==> src/sv/arbc_pkg.sv <==
package arbc_pkg;

  localparam logic [15:0] ETH_TYPE_ARP = 16'h0806;
  localparam logic [15:0] OPCODE_REPLY = 16'd2;

  localparam logic OP_LOAD  = 1'b0;
  localparam logic OP_CHECK = 1'b1;

  typedef enum logic [1:0] {
    VERDICT_IGNORED = 2'd0,
    VERDICT_UNKNOWN = 2'd1,
    VERDICT_CORRECT = 2'd2,
    VERDICT_POISON  = 2'd3
  } verdict_t;

  // one word travelling down the cell row
  typedef struct packed {
    logic        vld;
    logic        load;
    logic        arp;
    logic [31:0] ip;
    logic [47:0] mac;
    logic        hit;
    logic [47:0] hit_mac;
    logic [7:0]  hit_idx;
  } slot_t;

endpackage

==> src/sv/arbc_cell.sv <==
module arbc_cell
  import arbc_pkg::*;
#(
  parameter int IDX = 0,
  parameter int CW  = 9
) (
  input  logic          clk,
  input  logic          rst_n,
  input  logic          adv,
  input  slot_t         slot_i,
  input  logic [CW-1:0] cnt_i,
  output slot_t         slot_o,
  output logic [CW-1:0] cnt_o
);

  localparam logic [CW-1:0] IDX_C  = CW'(IDX);
  localparam logic [7:0]    IDX_LO = 8'(IDX);

  logic [31:0]   ent_ip_r;
  logic [47:0]   ent_mac_r;
  slot_t         slot_r;
  slot_t         slot_nxt;
  logic [CW-1:0] cnt_r;
  logic          wr;

  assign wr = adv && slot_i.vld && slot_i.load && (cnt_i == IDX_C);

  always_comb begin
    slot_nxt = slot_i;
    if (slot_i.vld && !slot_i.load && slot_i.arp && !slot_i.hit &&
        (IDX_C < cnt_i) && (ent_ip_r == slot_i.ip)) begin
      slot_nxt.hit     = 1'b1;
      slot_nxt.hit_mac = ent_mac_r;
      slot_nxt.hit_idx = IDX_LO;
    end
  end

  always_ff @(posedge clk) begin
    if (wr) begin
      ent_ip_r  <= slot_i.ip;
      ent_mac_r <= slot_i.mac;
    end
  end

  always_ff @(posedge clk) begin
    if (!rst_n) begin
      slot_r.vld <= 1'b0;
    end else if (adv) begin
      slot_r <= slot_nxt;
      cnt_r  <= cnt_i;
    end
  end

  assign slot_o = slot_r;
  assign cnt_o  = cnt_r;

endmodule

==> config.mk <==
export PLATFORM = sky130hd
export DESIGN_NAME = arbc_cell
export DESIGN_NICKNAME = d
export VERILOG_FILES = /design/src/sv/arbc_pkg.sv /design/src/sv/arbc_cell.sv
export SDC_FILE = /design/constraint.sdc
export NUM_CORES = 1
export LEC_CHECK = 0
export BUFFER_PORTS_ARGS = -buffer_cell sky130_fd_sc_hd__buf_2
export CORE_ASPECT_RATIO = 0.7
export CORE_MARGIN = 2
export CORE_UTILIZATION = 44
export DETAILED_ROUTE_END_ITERATION = 10
export PLACE_DENSITY_LB_ADDON = 0.1
export SYNTH_ARGS = -nofsm -noshare
export SYNTH_HDL_FRONTEND = slang
export SYNTH_SLANG_ARGS = --single-unit
==> constraint.sdc <==
create_clock -name clk -period 5 [get_ports clk]
set_input_delay 1 -clock clk [delete_from_list [all_inputs] [get_ports clk]]
set_output_delay 1 -clock clk [all_outputs]
set_load 0.02 [all_outputs]
### Word level (Yosys, flattened, before mapping)

Cells that the tools add are included.

| word-level totals | value |
|---|---|
| register bits after elaboration | 229 |
| latch bits | 0 |
| memory bits (writable) | 0 |
| bits in read-only memories | 0 |
| input port bits | 152 |
| word-level logic and storage cells | 26 |
| memories kept | 0 |

| operators by class | value |
|---|---|
| add/subtract/negate cells | 0 |
| multipliers | 0 |
| div/mod/pow operators | 0 |
| magnitude comparators | 1 |
| equality and inequality tests | 1 |
| shift operators | 0 |
| muxes and demuxes | 1 |
| bitwise operators | 0 |
| reduce and logical (&&, ||, !) cells | 12 |

Operators by type and width:

| kind | count |
|---|---|
| $mux W56 | 1 |
| $eq A32 B32 Y1 | 1 |
| $logic_not A9 Y1 | 1 |
| $lt A1 B9 Y1 const A | 1 |
| $logic_and A1 B1 Y1 | 8 |
| $logic_not A1 Y1 | 2 |
| $reduce_and A2 Y1 | 1 |

### Depth between registers and ports, before layout

Gate-level depths: netlist of the first run.

| logic depth | value |
|---|---|
| word-level depth | 7 |
| depth in mapped cells | 7 |

### Least setup slack after synthesis of the first run

Ideal clock, no wire load.

| timing | value |
|---|---|
| path type | input port to flip-flop |
| start | input cnt_i[6] |
| end | register ent_ip_r[0] (enable) |
| setup time | 519 ps |
| arrival time | 4742 ps |
| required time | 4481 ps |
| setup slack | -261 ps |
| cell stages on the path | 3 |
| cells stage by stage | nor4_1 > nand3_1 > nor2_1 |

| on the way | value |
|---|---|
| longest elaborated chain between the ends | 2 |

Ends and longest elaborated chain:

| item | RTL line | source |
|---|---|---|
| start, declared | arbc_cell.sv:11 | `input logic [CW-1:0] cnt_i,` |
| $logic_not A9 Y1 | arbc_cell.sv:26 | `assign wr = adv && slot_i.vld && slot_i.load && (cnt_i == IDX_C);` |
| $logic_and A1 B1 Y1 | arbc_cell.sv:26 |  |
| via wr | arbc_cell.sv:24 | `logic wr;` |
| end signal, assigned | arbc_cell.sv:40 | `ent_ip_r <= slot_i.ip;` |
| end, declared | arbc_cell.sv:19 | `logic [31:0] ent_ip_r;` |

The timed path passes the listed nets, and every way through them passes these cells.
A chain may end at the register's enable or synchronous reset.

==> flow_summary.yaml, run 1 <==
worst_hold_path:
  min_path_type: "register to register"
  hp-start: "ent_mac_r[11]"
floorplanning:
  rows: 41
  die_w_microns: 166
  io_pins: 301
  design.core.area_sq_um: 18000
  start_util_pct: 44.9
  die_y_microns: 117
  die_area_sq_um: 19500
logic_synthesis:
  synth_seq_cells: 229
  syn_nets: 498
  yosysSeqAreaShare_pct: 84.9
  synth_area_leaders: "edfxtp_1 (85%), mux2_4 (5.6%), xor2_1 (2.9%)"
  synth_flop_cell: "edfxtp_1"
  synth_edf_count: 228
  netlist_instances: 346
  synth.most_common_cell: "edfxtp_1"
  synthTopCellsByCount: "edfxtp_1 (228), mux2_4 (30), xor2_1 (27)"
  yosysTopAreaCellShare_pct: 84.7
  yosysTopAreaCell: "edfxtp_1"
  syn_avg_cell_area_sq_um: 23.4
  synth_area_sq_um: 8080
  yosys.cell_types.count: 20
  async_reset_ff_share_pct: 0
  yosys_warnings: 0
routing:
  num_vias: 4361
  wl_mm: 16.8
  drc: 0
  routed_via_density: 4.71
  wire_per_inst_microns: 18.2
  drtAntennaViolNets: 0
  drtPass1Iterations: 4
  drt-initial-drc-count: 265
sta:
  max_slew_margin_pct: 28.0
  final-max-slew-violation-count: 0
  finClkSkew_ns: 0.00854
  fin_setup_tns_ns: 0
  rsz0062_at_grt: "false"
  setup_viol: 0
  hold_viol: 0
  max_freq_mhz: 323
  period_minus_slack_ns: 3.09
  min_period_over_period_pct: 61.9
  worst_pin_slew_ns: 1.08
final_layout:
  syn2layout_area_growth_pct: 31.1
  final_cells: 925
  drive_above_1_share_pct: 57.0
  finish.utilization_pct: 58.8
  fillers: 1403
  multi_input_area_sq_um: 1140
  register_area_sq_um: 6870
  fin_nets: 824
global_routing:
  grt_pass1_wl_mm: 25.3
  antenna_found_initial: 2
  groute.usage.overall_pct: 16.7
  grt_pass1_vias: 4473
  grt-ovfl-total: 0
  grt_max_degree: 79
clock_network:
  cts.sink_count: 229
  tritoncts: "yes"
  cts-hold-fix-buffers: 0
  cts_resized: 0
  cts_max_level: 1
  clk_latency_ns: 0.49
  clk_path_buf_depth: 3
  cts_setup_buffers: 0
  root_buffer: "clkbuf_16"
  numCtsBuffers: 22
  clk_pin_slew_ns: 0.06
pwr:
  clkPwrFrac_pct: 38.8
  ir_drop_mv: 0.248
  leakage_nw: 4.15
  p_total_w: 0.00418
  power_density_nw_per_um2: 394
  pwr-share-comb_pct: 8.0
  intPower_w: 0.00327
  seqPwrFrac_pct: 53.2
  p_sw_share_pct: 21.7
  switchingPower_w: 0.000905
critical_path:
  r2r-start: "ent_ip_r[18]"
  crit_required_ns: 5.24
  crit_fanout: 9
  worstSetupStartpoint: "slot_i[115]"
  critPathSlowestCell: "nor4_4"
  crit_chain: "buf_2, xor2_1, nor4_1, nand4_1, nor4_4, buf_4, mux2_2"
  cp_slowest_stage_delay_ns: 0.80
  endpoint: "slot_o[11]"
  path_class: "input pin to register"
  rr_endpoint: "slot_o[11]"
  rr_worst_depth: 6
  rrSetupSlack_ns: 2.18
  critPathCaptureType: "register"
  cp-start-kind: "input pin"
  cp.arrival_ns: 3.33
placed_design:
  dp_cells: 884
  port_buffers: 300
  globalplace.congestion: 0.719
  dp_hpwl_mm: 12.0
run_status:
  status: "finished, final reports clean"
job:
  cap_violations: 0
## worst min-delay path by stage
stage | to | slack [ns] | depth (start not counted)
after floorplan | slot_o[10] | 0.52 | 1
after global placement | slot_o[139] | 0.50 | 2
after detailed placement | slot_o[19] | 0.53 | 1
after CTS | slot_o[46] | 0.54 | 1
after global routing | slot_o[46] | 0.56 | 1
final | slot_o[19] | 0.54 | 1
## cells in the final DEF, fill, tap and decap left out
master	netlist	final
buf_12	3	1
clkbuf_1	0	1
inv_6	0	2
dfxtp_1	1	1
clkinv_2	0	3
mux2_4	30	30
edfxtp_1	228	228
bufinv_16	0	2
nor4_1	7	7
nor2b_1	9	9
buf_4	1	7
mux2i_1	1	1
nor2_4	0	1
clkinv_1	0	7
buf_2	0	300
nor2_1	3	2
nand3_1	2	2
and2_4	0	1
nor3_1	2	2
diode_2	0	1
clkinvlp_4	0	2
nand4_1	4	4
nor4_4	1	1
mux2_2	18	18
clkbuf_16	0	23
xnor2_1	5	5
xor2_1	27	27
or2_2	1	1
## area by class of cell
class	instances	area share (%)
flip-flops and latches	229	64.8
repair buffers	308	14.9
multi-input cells	111	10.8
clock buffers	24	5.47
well taps	236	2.79
clock inverters	16	1.26
diodes	1	0.0236
## stage by stage
| step | area (sq um) | hold slack [ns] | setup WS, ns |
|---|---|---|---|
| final | 10600 | 0.545 | 1.91 |
| after global routing | 10600 | 0.558 | 1.71 |
| after CTS | 10600 | 0.539 | 1.78 |
| after detailed placement | 9880 | 0.531 | 1.27 |
| after global placement | 9880 | 0.504 | 1.30 |
| after floorplan | 8090 | 0.523 | 0.0968 |
## cells by family after synthesis
kind of cell	count (synthesis)	share of synthesized area (%)
multiplexers	49	8.20
AND/OR/NAND/NOR	30	2.35
buffers and inverters	6	1.04
flip-flops	229	84.9
XOR/XNOR	32	3.47
## flip-flops by register name (all words and copies together), names as in the netlist
register	cells
slot_o	140
cnt_o	9
ent_mac_r	48
ent_ip_r	32
## critical path: cells and delay by family
family                    cells  cell delay (ns)
xor gates and xnor gates      1             0.16
buffers and inverters         2             0.48
muxes                         1             0.36
and+or+nand+nor               3             1.33
## power groups by stage
| stage | Clock (W) | Combinational (W) | Sequential, W |
|---|---|---|---|
| after CTS | 0.00167 | 0.000338 | 0.00223 |
| after global placement | 0 | 0.000333 | 0.00226 |
| after detailed placement | 0 | 0.000337 | 0.00227 |
| after floorplan | 0 | 0.0000542 | 0.00238 |
| after global routing | 0.00174 | 0.000355 | 0.00223 |
| final | 0.00162 | 0.000333 | 0.00222 |
## per-layer routing
metal | share of wire, % | wire, microns | vias to the layer above | GRT usage [%]
li1 | - | - | 2019 | -
met1 | 42 | 7000 | 2112 | 21.6
met2 | 46 | 7810 | 204 | 26.4
met3 | 10 | 1740 | 26 | 6.51
met4 | 1.6 | 274 | 0 | 4.78
met5 | 0 | 0 | - | 0
(Power assumes the default switching activity.)
==> run 2: changes to the inputs <==
- clock period: 5 -> 2.55 ns (I/O delays scaled with it)
==> run 2 against run 1 <==
Combinational power increased by 99%. Sequential share of layout area decreased by 0.93 points. Die area unchanged. Total power increased by 96%. Hold slack got worse by 0.35 ns. Non-clock buffer count increased by 8. Critical path depth increased by 1. Design area increased by 1.5%. Clock skew increased by 0.0046 ns.
==> flow_summary.yaml, run 2 (synthesis results as in run 1) <==
critical_path:
  cp.arrival_ns: 2.60
  cp-start-kind: "register"
  crit_chain: "xor2_1, nor4_2, nand4_1, buf_4, nor4_4, buf_12, buf_12, mux2_2"
  critPathCaptureType: "register"
  crit_fanout: 12
  critPathMostFrequentCell: "buf_12"
  crit_required_ns: 2.79
  critPathTopFamily: "simple AND/OR/NAND/NOR gates"
  crit_buf_inv: 3
  critPathSlowestCell: "edfxtp_1"
  cp_slowest_stage_delay_ns: 0.38
  path_class: "register to register"
floorplanning:
  rows: 41
  die_y_microns: 117
  io_pins: 301
  start_util_pct: 44.9
  die_area_sq_um: 19500
  design.core.area_sq_um: 18000
  die_w_microns: 166
sta:
  setup_slack_ns: 0.186
  worst_pin_slew_ns: 0.388
  hold_viol: 0
  period_minus_slack_ns: 2.36
  min_period_over_period_pct: 92.7
  max_slew_margin_pct: 74.1
  rsz0062_at_grt: "false"
  setup_viol: 0
  final-max-slew-violation-count: 0
  finClkSkew_ns: 0.0132
  fin_setup_tns_ns: 0
  max_freq_mhz: 423
routing:
  drtPass1Iterations: 4
  drc: 0
  wire_per_inst_microns: 17.9
  drt-initial-drc-count: 297
  num_vias: 4393
  drtAntennaViolNets: 0
  wl_mm: 16.7
  routed_via_density: 4.71
pwr:
  pwr-share-comb_pct: 8.1
  power_density_nw_per_um2: 762
  intPower_w: 0.00643
  ir_drop_mv: 0.572
  seqPwrFrac_pct: 53.3
  p_total_w: 0.00819
  clkPwrFrac_pct: 38.6
  leakage_nw: 4.20
  switchingPower_w: 0.00176
  p_sw_share_pct: 21.5
clock_network:
  cts.sink_count: 229
  clk_pin_slew_ns: 0.06
  tritoncts: "yes"
  cts_max_level: 1
  clk_latency_ns: 0.49
  cts-hold-fix-buffers: 0
  root_buffer: "clkbuf_16"
  clk_path_buf_depth: 3
  numCtsBuffers: 23
final_layout:
  fillers: 1352
  drive_above_1_share_pct: 57.1
  largest_reg_flops: 140
  final_cells: 933
  syn2layout_area_growth_pct: 33.0
  antennaDiodeCount: 0
  final_common_cell: "buf_2"
  fin_nets: 833
  mostFrequentLayoutCells: "buf_2 (300), edfxtp_1 (228), mux2_4 (30)"
global_routing:
  grt_pass1_wl_mm: 25.6
  grt_max_degree: 70
  grt-ovfl-total: 0
  grt_pass1_vias: 4454
  groute.usage.overall_pct: 16.9
  antenna_found_initial: 1
placed_design:
  post-place-ws_ns: -0.196
  dp_hpwl_mm: 12.1
  dp_cells: 892
  globalplace.congestion: 0.756
  port_buffers: 300
run_status:
  status: "finished, final reports clean"
job:
  cap_violations: 0
worst_hold_path:
  min_path_type: "input pin to register"
==> run 2: per-stage QoR <==
stage / cell area, sq um / hold slack [ns] / utilization (%)
2_1_floorplan: 8090 / 0.523 / -
3_3_place_gp: 10000 / 0.504 / 55.8
3_5_place_dp: 10000 / 0.511 / 55.8
4_1_cts: 10700 / 0.178 / 59.7
5_1_grt: 10700 / 0.181 / 59.7
6_report: 10700 / 0.199 / 59.7
==> run 2: power by group through the flow <==
stage / combinational (W) / clock (W) / sequential, W
after floorplan: 0.000107 / 0 / 0.00466
after global placement: 0.000663 / 0 / 0.00444
after detailed placement: 0.000671 / 0 / 0.00444
after CTS: 0.000671 / 0.00324 / 0.00437
after global routing: 0.000706 / 0.00340 / 0.00438
final: 0.000663 / 0.00316 / 0.00436
==> run 2: layout make-up <==
cell class | instances | area, sq um | share of cell area (%)
clock buffer | 28 | 594 | 5.53
multi-input combinational | 111 | 1150 | 10.7
tap | 236 | 295 | 2.75
timing repair buffer | 316 | 1730 | 16.1
sequential | 229 | 6870 | 63.9
clock inverter | 13 | 109 | 1.01
==> run 2: final timing paths <==
path	start	to	slack (ns)	cells after the start
min	slot_i[65]	ent_mac_r[8]	0.20	1
min reg2reg	slot_o[139]	slot_o[139]	0.52	2
max	ent_ip_r[10]	slot_o[55]	0.19	8
max reg2reg	ent_ip_r[10]	slot_o[55]	0.19	8
==> run 2: routing by layer <==
metal  vias up  routed length [microns]  track usage [%]
li1       2036                        -                -
met1      2107                     6910             22.3
met2       224                     7790             26.9
met3        24                     1720             6.61
met4         2                      282             3.80
met5         -                       13                0
==> run 2: repair_timing <==
item                                    4_1_cts  5_1_grt
gates resized for setup                       0        1
endpoints found under the setup margin        0        5
setup buffers                                 0        0
endpoints found under the hold margin         0        0
